==> src/hdl/timed_step_sequencer_top_defines.svh <==
// Assertion macros used by the timed step sequencer core.
`ifndef TIMED_STEP_SEQUENCER_TOP_DEFINES_SVH
`define TIMED_STEP_SEQUENCER_TOP_DEFINES_SVH

// Check a property on every clock edge outside reset.
`define TSS_ASSERT(lbl, prop, msg) \
    lbl: assert property (@(posedge i_clk) disable iff (!i_rst_n) prop) else $error(msg);

// Check a property on every clock edge, reset included.
`define TSS_ASSERT_ALWAYS(lbl, prop, msg) \
    lbl: assert property (@(posedge i_clk) prop) else $error(msg);

`endif

==> src/hdl/tss_pkg.sv <==
// Types and codes of the timed step sequencer.
package tss_pkg;

    localparam logic [2:0] OP_TICK  = 3'd0;
    localparam logic [2:0] OP_ADD   = 3'd1;
    localparam logic [2:0] OP_START = 3'd2;
    localparam logic [2:0] OP_STOP  = 3'd3;
    localparam logic [2:0] OP_PAUSE = 3'd4;
    localparam logic [2:0] OP_CLEAR = 3'd5;

    localparam logic [1:0] MODE_OFF   = 2'd0;
    localparam logic [1:0] MODE_PAUSE = 2'd1;
    localparam logic [1:0] MODE_READY = 2'd2;
    localparam logic [1:0] MODE_WORK  = 2'd3;

    typedef struct packed {
        logic [2:0]  opcode;
        logic [31:0] time_now;
        logic [31:0] step_delay;
        logic        step_has_action;
    } t_in;

    typedef struct packed {
        logic       fired;
        logic [3:0] fired_step;
        logic [4:0] step_total;
        logic       add_failed;
        logic [1:0] run_mode;
    } t_out;

endpackage

==> src/hdl/timed_step_sequencer_top.sv <==
// Timed step sequencer top level: input register, sequencer core, result register.
// One beat in, one result beat out: every opcode yields exactly one result. A new item
// can be taken every clock cycle while the result side does not stall; the input register
// holds the item until the result register is free or draining, then the result register
// captures its result and holds it for as long as the result side stalls.
// The step table is a memory of MAX_STEPS entries with a registered read port; the entry
// of the coming step is prefetched, so the rate is one item per cycle while the result side does not stall.
// The table needs no clearing pass: only entries below the stored step count are ever used.
module timed_step_sequencer_top #(
    parameter int MAX_STEPS = 16
) (
    input  logic          i_clk,
    input  logic          i_rst_n,
    input  logic          i_valid,
    output logic          o_ready,
    input  tss_pkg::t_in  i_data,
    output logic          o_valid,
    input  logic          i_ready,
    output tss_pkg::t_out o_data
);
    import tss_pkg::*;

    logic r_s1_vld;
    t_in  r_s1;
    logic r_out_vld;
    t_out r_out;
    logic w_adv;
    t_out w_res;

    // process the held beat when the result register is free or draining
    assign w_adv   = r_s1_vld && (!r_out_vld || i_ready);
    assign o_ready = !r_s1_vld || w_adv;

    tss_core #(
        .MAX_STEPS (MAX_STEPS)
    ) u_core (
        .i_clk   (i_clk),
        .i_rst_n (i_rst_n),
        .i_adv   (w_adv),
        .i_item  (r_s1),
        .o_res   (w_res)
    );

    always_ff @(posedge i_clk) begin
        if (!i_rst_n) begin
            r_s1_vld  <= 1'b0;
            r_out_vld <= 1'b0;
        end else begin
            if (o_ready) begin
                r_s1_vld <= i_valid;
            end
            if (w_adv) begin
                r_out_vld <= 1'b1;
            end else if (i_ready) begin
                r_out_vld <= 1'b0;
            end
        end
    end

    always_ff @(posedge i_clk) begin
        if (o_ready) begin
            r_s1 <= i_data;
        end
        if (w_adv) begin
            r_out <= w_res;
        end
    end

    assign o_valid = r_out_vld;
    assign o_data  = r_out;

endmodule

==> src/hdl/tss_step_mem.sv <==
// Step table memory: one write port, one registered read port with write bypass.
module tss_step_mem #(
    parameter int DEPTH = 16,
    parameter int AW    = 4,
    parameter int WIDTH = 33
) (
    input  logic             i_clk,
    input  logic             i_we,
    input  logic [AW-1:0]    i_waddr,
    input  logic [WIDTH-1:0] i_wdata,
    input  logic [AW-1:0]    i_raddr,
    output logic [WIDTH-1:0] o_rdata
);

    logic [WIDTH-1:0] r_mem [DEPTH];
    logic [WIDTH-1:0] r_rdata;

    always_ff @(posedge i_clk) begin
        if (i_we) begin
            r_mem[i_waddr] <= i_wdata;
        end
    end

    // forward a same-address write so the read sees the new entry
    always_ff @(posedge i_clk) begin
        if (i_we && (i_waddr == i_raddr)) begin
            r_rdata <= i_wdata;
        end else begin
            r_rdata <= r_mem[i_raddr];
        end
    end

    assign o_rdata = r_rdata;

endmodule

==> src/hdl/tss_core.sv <==
// Sequencer state and the per-beat update of mode, step and timing registers.
module tss_core #(
    parameter int MAX_STEPS = 16
) (
    input  logic          i_clk,
    input  logic          i_rst_n,
    input  logic          i_adv,
    input  tss_pkg::t_in  i_item,
    output tss_pkg::t_out o_res
);
    import tss_pkg::*;
    `include "timed_step_sequencer_top_defines.svh"

    localparam int CW = $clog2(MAX_STEPS + 1);
    localparam int AW = (MAX_STEPS > 1) ? $clog2(MAX_STEPS) : 1;

    logic [1:0]    r_mode,    n_mode;
    logic [CW-1:0] r_count,   n_count;
    logic [CW-1:0] r_active,  n_active;
    logic [31:0]   r_start,   n_start;
    logic [31:0]   r_elapsed, n_elapsed;
    logic [31:0]   r_paused,  n_paused;
    logic [31:0]   r_prev,    n_prev;

    logic [31:0]   v_el;
    logic          v_go;
    logic          v_fired;
    logic          v_failed;
    logic          w_we;
    logic [32:0]   w_rdata;
    logic [AW-1:0] w_raddr;
    logic [CW+3:0] w_fstep_ext;
    logic [CW+4:0] w_total_ext;

    tss_step_mem #(
        .DEPTH (MAX_STEPS),
        .AW    (AW),
        .WIDTH (33)
    ) u_mem (
        .i_clk   (i_clk),
        .i_we    (w_we),
        .i_waddr (r_count[AW-1:0]),
        .i_wdata ({i_item.step_has_action, i_item.step_delay}),
        .i_raddr (w_raddr),
        .o_rdata (w_rdata)
    );

    assign w_we    = i_adv && (i_item.opcode == OP_ADD) && (r_count < CW'(MAX_STEPS));
    // prefetch the entry of the step that will be current next cycle
    assign w_raddr = i_adv ? n_active[AW-1:0] : r_active[AW-1:0];

    always_comb begin
        n_mode    = r_mode;
        n_count   = r_count;
        n_active  = r_active;
        n_start   = r_start;
        n_elapsed = r_elapsed;
        n_paused  = r_paused;
        n_prev    = r_prev;
        v_el      = r_elapsed;
        v_go      = 1'b0;
        v_fired   = 1'b0;
        v_failed  = 1'b0;
        unique case (i_item.opcode)
            OP_TICK: begin
                unique case (r_mode)
                    MODE_PAUSE: begin
                        n_paused = r_paused + (i_item.time_now - r_prev);
                    end
                    MODE_READY: begin
                        n_start = i_item.time_now;
                        n_mode  = MODE_WORK;
                    end
                    MODE_WORK: begin
                        v_go = 1'b1;
                        if ((r_elapsed == 32'd0) || (r_active >= r_count)) begin
                            if ((r_active < r_count) && w_rdata[32]) begin
                                v_fired = 1'b1;
                                v_el    = r_elapsed + 32'd1;
                            end else begin
                                // halt the run as stop does
                                v_go      = 1'b0;
                                n_mode    = MODE_OFF;
                                n_active  = '0;
                                n_start   = '0;
                                n_elapsed = '0;
                                n_paused  = '0;
                            end
                        end
                        if (v_go) begin
                            if (v_el >= w_rdata[31:0]) begin
                                n_active  = r_active + CW'(1);
                                n_elapsed = '0;
                            end else begin
                                n_elapsed = v_el + (i_item.time_now - r_start);
                            end
                            n_start = i_item.time_now;
                        end
                    end
                    default: ;
                endcase
                n_prev = i_item.time_now;
            end
            OP_ADD: begin
                if (r_count >= CW'(MAX_STEPS)) begin
                    v_failed = 1'b1;
                end else begin
                    n_count = r_count + CW'(1);
                end
            end
            OP_START: begin
                if (r_mode == MODE_OFF) begin
                    n_mode   = MODE_READY;
                    n_active = '0;
                end else if (r_mode == MODE_PAUSE) begin
                    n_mode  = MODE_WORK;
                    n_start = r_start + r_paused;
                end
            end
            OP_STOP: begin
                n_mode    = MODE_OFF;
                n_active  = '0;
                n_start   = '0;
                n_elapsed = '0;
                n_paused  = '0;
            end
            OP_PAUSE: begin
                n_mode   = MODE_PAUSE;
                n_paused = '0;
            end
            OP_CLEAR: begin
                n_mode    = MODE_OFF;
                n_count   = '0;
                n_active  = '0;
                n_start   = '0;
                n_elapsed = '0;
                n_paused  = '0;
                n_prev    = '0;
            end
            default: ;
        endcase
    end

    always_ff @(posedge i_clk) begin
        if (!i_rst_n) begin
            r_mode    <= MODE_OFF;
            r_count   <= '0;
            r_active  <= '0;
            r_start   <= '0;
            r_elapsed <= '0;
            r_paused  <= '0;
            r_prev    <= '0;
        end else if (i_adv) begin
            r_mode    <= n_mode;
            r_count   <= n_count;
            r_active  <= n_active;
            r_start   <= n_start;
            r_elapsed <= n_elapsed;
            r_paused  <= n_paused;
            r_prev    <= n_prev;
        end
    end

    assign w_fstep_ext = {4'b0000, (v_fired ? r_active : {CW{1'b0}})};
    assign w_total_ext = {5'b00000, n_count};

    assign o_res.fired      = v_fired;
    assign o_res.fired_step = w_fstep_ext[3:0];
    assign o_res.step_total = w_total_ext[4:0];
    assign o_res.add_failed = v_failed;
    assign o_res.run_mode   = n_mode;

    `TSS_ASSERT_ALWAYS(a_reset_to_off,
        !i_rst_n |=> ((r_mode == MODE_OFF) && (r_count == '0)),
        "not off and empty after reset")
    `TSS_ASSERT(a_active_in_table,
        (r_active <= r_count) && (r_count <= CW'(MAX_STEPS)),
        "active step beyond stored steps")
    `TSS_ASSERT(a_off_is_clean,
        (r_mode == MODE_OFF) |-> ((r_active == '0) && (r_elapsed == '0) && (r_paused == '0)),
        "stale run state while off")
    `TSS_ASSERT(a_ready_at_first,
        (r_mode == MODE_READY) |-> (r_active == '0),
        "ready with a step already advanced")
    `TSS_ASSERT(a_hold_when_idle,
        !i_adv |=> ($stable(r_mode) && $stable(r_count) && $stable(r_active)),
        "state moved without a beat")

endmodule
==> config.mk <==
export PLATFORM = sky130hd
export DESIGN_NAME = timed_step_sequencer_top
export DESIGN_NICKNAME = d
export VERILOG_FILES = /design/src/hdl/tss_pkg.sv /design/src/hdl/timed_step_sequencer_top.sv /design/src/hdl/tss_step_mem.sv /design/src/hdl/tss_core.sv
export VERILOG_INCLUDE_DIRS = /design/src /design/src/hdl
export SDC_FILE = /design/constraint.sdc
export NUM_CORES = 1
export LEC_CHECK = 0
export ABC_AREA = 1
export BUFFER_PORTS_ARGS = -buffer_cell sky130_fd_sc_hd__buf_2
export CORE_MARGIN = 5
export CORE_UTILIZATION = 40
export CTS_BUF_LIST = sky130_fd_sc_hd__clkbuf_4
export DETAILED_ROUTE_END_ITERATION = 16
export PLACE_DENSITY_LB_ADDON = 0.2
export SETUP_SLACK_MARGIN = 0.1
export SYNTH_ARGS = -nofsm -noshare
export SYNTH_HDL_FRONTEND = slang
export SYNTH_HIERARCHICAL = 1
export SYNTH_SLANG_ARGS = --single-unit
export TNS_END_PERCENT = 50
==> constraint.sdc <==
create_clock -name i_clk -period 5.03 [get_ports i_clk]
set_input_delay 0.503 -clock i_clk [delete_from_list [all_inputs] [get_ports i_clk]]
set_output_delay 0.503 -clock i_clk [all_outputs]
set_load 0.1 [all_outputs]
==> results of run 1 <==
==> power by group through the flow <==
stage | Clock, W | Sequential, W | Combinational (W)
6_report | 0.00535 | 0.00698 | 0.00160
5_1_grt | 0.00590 | 0.00699 | 0.00177
4_1_cts | 0.00555 | 0.00698 | 0.00154
2_1_floorplan | 0 | 0.00708 | 0.00103
3_3_place_gp | 0 | 0.00711 | 0.00146
3_5_place_dp | 0 | 0.00711 | 0.00147
==> repair_timing <==
action	CTS	global route
endpoints found under the hold margin	109	0
setup buffers	0	7
gates resized for setup	0	47
setup endpoints to repair	0	40
hold buffers	94	0
==> registers in the layout, summed over array words and instances, names as in the netlist, named ones only <==
register,flops
u_core/r_count,5
u_core/r_elapsed,32
r_s1,68
u_core/r_prev,32
r_s1_vld,1
u_core/r_active,5
o_data,13
o_valid,1
u_core/r_paused,32
u_core/r_mode,2
u_core/u_mem/r_mem,528
u_core/r_start,32
==> stage by stage <==
step	worst slack, ps	hold WS [ps]
3_3_place_gp	174	461
2_1_floorplan	382	449
4_1_cts	164	0.248
6_report	275	157
3_5_place_dp	178	468
5_1_grt	39.9	40.1
==> Yosys cell counts (all sizes together) <==
cell    count
a211oi      2
a21boi      3
a21o        4
a21oi     288
a221oi      2
a31oi      30
and2        2
buf       121
clkbuf     44
clkinv      1
dfxtp     146
edfxtp    609
fa         63
ha        137
inv       823
nand2    1246
nand3     580
nand3b     11
nand4      29
nor2      217
nor3       38
nor3b       1
nor4        6
o211ai      8
o21a       12
o21ai     123
o21bai     12
o22ai       1
o311ai      1
o31ai       1
or2        19
xnor2      11
xor2       49
==> cell families after synthesis <==
group | Yosys count | share of synthesized area (%)
buffers and inverters | 989 | 9.61
AOI/OAI and AO/OA | 487 | 6.45
adders and majority gates | 200 | 7.38
and+or+nand+nor | 2149 | 22.7
DFF | 755 | 52.6
xor gates and xnor gates | 60 | 1.30
==> cell usage in the layout, fill, tap and decap left out, types with 10 or more instances in the layout <==
| master | n |
|---|---|
| inv_1 | 786 |
| nand3_1 | 573 |
| clkbuf_4 | 286 |
| buf_2 | 86 |
| xor2_1 | 40 |
| o21ai_0 | 106 |
| nor3_1 | 31 |
| buf_4 | 66 |
| o21bai_1 | 12 |
| nor2_4 | 20 |
| o21ai_1 | 17 |
| clkinv_2 | 15 |
| a21oi_1 | 280 |
| xnor2_1 | 10 |
| a31oi_1 | 30 |
| dfxtp_1 | 141 |
| or2_2 | 18 |
| nand4_1 | 29 |
| inv_2 | 36 |
| ha_1 | 132 |
| o21a_1 | 12 |
| nand3b_1 | 11 |
| fa_1 | 62 |
| nand2_1 | 1236 |
| clkinv_1 | 55 |
| edfxtp_1 | 609 |
| nor2_1 | 188 |
| dlygate4sd3_1 | 94 |
==> path summary, 6_finish.rpt <==
check,cells past startpoint,endpoint,slack [ps],from
hold reg to reg,2,u_core/r_prev[0]$_SDFFE_PN0P_,470,u_core/r_prev[0]$_SDFFE_PN0P_
setup / recovery,22,u_core/r_elapsed[28]$_SDFFE_PN0P_,270,u_core/r_count[4]$_SDFFE_PN0P_
setup reg to reg,22,u_core/r_elapsed[28]$_SDFFE_PN0P_,270,u_core/r_count[4]$_SDFFE_PN0P_
hold / removal,2,r_s1[42]$_DFFE_PP_,160,i_data[42]
==> area by class of cell <==
type | count | area (sq um) | area share [%]
clock inverters | 81 | 402 | 0.872
inverters | 824 | 3100 | 6.74
well taps | 1298 | 1620 | 3.53
multi-input cells | 2896 | 15600 | 33.9
diodes | 1 | 2.50 | 0.00543
repair buffers | 251 | 1970 | 4.27
clock buffers | 286 | 2150 | 4.66
flip-flops and latches | 755 | 21200 | 46.1
==> per-layer routing <==
| layer | track usage, % | part of all wire [%] | wire length [microns] |
|---|---|---|---|
| met1 | 30.3 | 46 | 53700 |
| met2 | 33.0 | 45 | 52400 |
| met5 | 0 | 0 | 0 |
| met4 | 6.20 | 2.0 | 2370 |
| met3 | 4.11 | 6.9 | 8020 |
==> critical path: cells and delay by family (launching register included) <==
kind,cells,cell delay (ps)
and+or+nand+nor,15,2410
AOI/OAI and AO/OA,1,50
buffers and inverters,2,300
xor gates and xnor gates,1,290
DFF,1,350
adders and majority gates,3,1150
==> results by group, run 1 <==
Routing
  • Drt total wl: 117000 microns
  • Starting DRT DRC Count: 2749
  • Vias: 32097
  • WL/cell: 18.2 microns
  • Post-route ant nets: 0
  • Residual DRC: 0
  • Drt pass-1 iters: 6
  • Drt via density: 5.02

Critical path
  • Crit start category: register
  • WP data required: 5880 ps
  • Worst-path maximum fanout: 7
  • Setup crit end kind: register
  • Crit path cell chain: inv_1 > ha_1 > nand2_1 > nor3b_1 > nor2_1 > nand2_2 > nand2_4 > buf_4 > nor4_4 > nand2_1 > xor2_2 > fa_1 > ha_4 > nand2_1 > nor2_2 > nand4_1 > nor3_2 > nand2_1 > nand2_1 > nand2_1 > nand3_1 > a21oi_1
  • Slowest cell on the critical path: fa_1
  • Cell mode on critical path: nand2_1
  • Arrival @ worst endpoint: 5610 ps
  • Class of the most critical setup path: reg2reg
  • Slowest stage delay, CP: 510 ps

Yosys
  • Yosys cell types: 49
  • Yosys top cell area share: 45.4%
  • Avg Inst Size Synth: 8.69 sq um
  • Synth warn: 6
  • Synth top area cells: edfxtp_1, nand2_1, inv_1
  • #FFs+latches synth: 755
  • Post-Syn Instances: 4640
  • Post-synth top area cell: edfxtp_1
  • Post-Synthesis Net Count: 4912
  • Syn Std Cell Area: 0.0403 sq mm
  • Seq/Total Area, Yosys: 52.6%

Timing
  • Final hold violations: 0
  • Max Clock Freq: 0.210 GHz
  • Final Cycle Share: 94.5%
  • Worst-margin pin slew: 1170 ps
  • Clk_skew: 82.5 ps
  • Final TNS setup: 0 ps
  • Fin crit period: 4760 ps
  • Slew margin rel.: 21.5%
  • RSZ-0062 raised after global routing: yes
  • Final setup vio count: 0
  • Fin. max-slew vios: 0

Global routing
  • GRT Residual Overflow: 0
  • Vias in the first global route: 30153
  • GRT Total Usage: 21.2%
  • Global-route wire length before repair: 176000 microns
  • Pin count of the biggest net entering global routing: 177
  • Initial antenna violation count: 1

Final layout
  • Share of cells above drive strength 1: 11.9%
  • Synth-to-layout area growth: 14.2%
  • Utilization after layout: 46.0%
  • Nets: 5203
  • Non-Filler Instances: 6392
  • Fin area: 0.0461 sq mm
  • Fillers: 9792

Clock tree
  • Maximum clock path buffer count: 3
  • Worst-Skew Late Latency: 1080 ps
  • Htree depth: 4
  • Total CTS buffers: 203
  • TritonCTS clock tree: yes
  • Root buf cell: clkbuf_4
  • Worst-path clk slew: 70 ps
  • CTS sink cnt: 755

Outcome
  • Status: finished, final reports clean

Placement
  • Post-DP HPWL: 73600 microns
  • Port bufs: 86
  • Placed cell count: 5923
  • Routability cong.: 0.958
  • Area after DPL: 0.0423 sq mm

Floorplan
  • FP Rows: 116
  • Initial Utilization: 40.3%
  • IO Count: 87
  • Die span in y: 328 microns
  • Die width: 328 microns
  • Die area: 0.107 sq mm
  • Core footprint: 0.100 sq mm

Power and ir drop
  • Flop pwr share: 50.1%
  • Switching share of total power: 27.6%
  • Maximum VDD drop: 158 uV
  • Lkg Pwr: 19.9 nW
  • Net load switching power: 0.00385 W
  • Clock share of power: 38.4%
  • P per Cell Area: 302 mW/mm^2
  • Int Power: 0.0101 W
  • Tot Pwr: 0.0139 W
  • Combinational share of power: 11.5%

Worst hold path
  • Worst hold path class: in2reg

Run
  • Max-cap violation count: 0
No activity file was read; power rests on OpenSTA's default activity.
==> run 2: changes to the inputs <==
==> constraint.sdc (replaced) <==
create_clock -name i_clk -period 6.1 [get_ports i_clk]
set_input_delay 0.61 -clock i_clk [delete_from_list [all_inputs] [get_ports i_clk]]
set_output_delay 0.61 -clock i_clk [all_outputs]
set_load 0.1 [all_outputs]
==> run 2 against run 1 <==
Critical path depth increased by 4; clock skew increased by 5.9 ps; worst hold slack gained 92 ps; highest routed layer unchanged.
==> results by group, run 2 (synthesis gave the netlist of run 1 again) <==
Outcome
  • Status: finished, final reports clean (unchanged)

Floorplan
  • FP Rows: 116 (unchanged)
  • Die span in y: 328 microns (unchanged)
  • Core footprint: 0.100 sq mm (unchanged)
  • Die width: 328 microns (unchanged)
  • Initial Utilization: 40.3% (unchanged)
  • IO Count: 87 (unchanged)
  • Die area: 0.107 sq mm (unchanged)

Final layout
  • Utilization after layout: 45.3% (was 46.0%)
  • Share of cells above drive strength 1: 10.8% (was 11.9%)
  • Most common cell after layout, fill and taps aside: nand2_1 (unchanged)
  • Synth-to-layout area growth: 12.4% (was 14.2%)
  • Nets: 5150 (was 5203)
  • Largest registers: u_core/u_mem/r_mem: 528 flops, r_s1: 68 flops (unchanged)
  • Most frequent cells in the layout: nand2_1, inv_1, edfxtp_1, nand3_1, clkbuf_4 (unchanged)
  • Max FFs per register: 528 (unchanged)
  • Register with the most flip-flops: u_core/u_mem/r_mem (unchanged)

Clock tree
  • Total CTS buffers: 202 (was 203)
  • Maximum clock path buffer count: 3 (unchanged)
  • TritonCTS clock tree: yes (unchanged)
  • CTS sink cnt: 755 (unchanged)
  • Root buf cell: clkbuf_4 (unchanged)
  • Worst-Skew Late Latency: 1080 ps (about the same)
  • Worst-path clk slew: 80 ps (was 70 ps)
  • Htree depth: 4 (unchanged)
  • # resized after CTS: 0 (unchanged)
  • Postcts setup bufs: 0 (unchanged)

Global routing
  • GRT Total Usage: 21.4% (was 21.2%)
  • Global-route wire length before repair: 179000 microns (was 176000 microns)
  • GRT Residual Overflow: 0 (unchanged)
  • Pin count of the biggest net entering global routing: 146 (was 177)
  • Initial antenna violation count: 2 (was 1)
  • Vias in the first global route: 30484 (was 30153)

Timing
  • RSZ-0062 raised after global routing: no (was yes)
  • Post-route setup slack: 686 ps (was 275 ps)
  • Final setup vio count: 0 (unchanged)
  • Final TNS setup: 0 ps (unchanged)
  • Max Clock Freq: 0.185 GHz (was 0.210 GHz)
  • Fin. max-slew vios: 0 (unchanged)
  • Fin crit period: 5410 ps (was 4760 ps)
  • Final hold violations: 0 (unchanged)
  • Worst-margin pin slew: 1190 ps (was 1170 ps)
  • Worst hold margin: 248 ps (was 157 ps)
  • Slew margin rel.: 20.4% (was 21.5%)
  • Clk_skew: 88.4 ps (was 82.5 ps)
  • Final Cycle Share: 88.7% (was 94.5%)

Critical path
  • WP data required: 7040 ps (was 5880 ps)
  • Crit start category: register (unchanged)
  • Worst-path maximum fanout: 72 (was 7)
  • Cell mode on critical path: nand2_1 (unchanged)
  • Class of the most critical setup path: reg2reg (unchanged)
  • Slowest cell on the critical path: fa_1 (unchanged)
  • Setup crit end kind: register (unchanged)
  • Slowest stage delay, CP: 470 ps (was 510 ps)
  • Critical path's top delay family: simple AND/OR/NAND/NOR gates (unchanged)
  • Buf/Inv on CP: 2 (unchanged)
  • Arrival @ worst endpoint: 6350 ps (was 5610 ps)

Routing
  • Drt pass-1 iters: 6 (unchanged)
  • Residual DRC: 0 (unchanged)
  • WL met2: 52100 microns (was 52400 microns)
  • WL/cell: 18.4 microns (was 18.2 microns)
  • Drt via density: 5.03 (was 5.02)
  • DR top layer: met4 (unchanged)
  • Met3 wire len: 7010 microns (was 8020 microns)
  • Vias: 31838 (was 32097)
  • Starting DRT DRC Count: 2791 (was 2749)
  • Drt total wl: 117000 microns (about the same)
  • M1 WL: 55500 microns (was 53700 microns)
  • Post-route ant nets: 0 (unchanged)

Power and ir drop
  • P per Cell Area: 252 mW/mm^2 (was 302 mW/mm^2)
  • Maximum VDD drop: 143 uV (was 158 uV)
  • Tot Pwr: 0.0114 W (was 0.0139 W)
  • Lkg Pwr: 19.6 nW (was 19.9 nW)

Placement
  • Post-DP HPWL: 74600 microns (was 73600 microns)
  • Port bufs: 86 (unchanged)
  • Pre-CTS WS: 900 ps (was 178 ps)
  • Routability cong.: 0.954 (was 0.958)

Worst hold path
  • Worst hold path class: in2reg (unchanged)

Run
  • Max-cap violation count: 0 (unchanged)
[run 2: cell count changes in the layout (fill, tap and decap cells not counted), sizes merged]
cell / previous run / this run
clkbuf: 286 / 305
bufinv: 1 / 0
dlygate4sd3: 94 / 71
buf: 157 / 128
clkinv: 70 / 47
inv: 831 / 827
diode: 1 / 2
[run 2: final cells by class]
cell class / instances / area [sq um]
antenna: 2 / 5.00
clock buffer: 305 / 2290
sequential: 755 / 21200
timing repair buffer: 199 / 1480
tap: 1298 / 1620
fill: 9907 / 54800
multi-input combinational: 2896 / 15400
clock inverter: 53 / 246
inverter: 824 / 3100
[run 2: per-layer routing]
metal  global-route usage, %  vias to the layer above
li1                        -                    15719
met1                    31.2                    15041
met2                    33.1                      934
met3                    3.76                      144
met4                    5.94                        0
met5                       0                        -
[run 2: stage by stage]
step / instance area [sq um] / instances
after global routing: 45300 / 6332
after CTS: 45300 / 6330
after global placement: 42100 / 5901
final: 45300 / 6332
after detailed placement: 42100 / 5901
after floorplan: 40300 / 4640
[run 2: report_power, final]
group	internal, W	switching, W
sequential	0.00563	0.000122
combinational	0.000426	0.000840
clock	0.00228	0.00215
total	0.00834	0.00311
[run 2: path summary, 6_finish.rpt]
path / start / endpoint / slack (ps) / cells after the start
hold reg to reg: u_core/r_prev[0]$_SDFFE_PN0P_ / u_core/r_prev[0]$_SDFFE_PN0P_ / 470 / 2
setup reg to reg: register / u_core/r_elapsed[18]$_SDFFE_PN0P_ / 690 / 26
hold / removal: i_data[48] / r_s1[48]$_DFFE_PP_ / 250 / 2
setup / recovery: register / u_core/r_elapsed[18]$_SDFFE_PN0P_ / 690 / 26
[run 2: what timing repair did]
item | 4_1_cts | 5_1_grt
endpoints found under the setup margin | 0 | 0
endpoints found under the hold margin | 88 | 0
hold buffers | 71 | 0
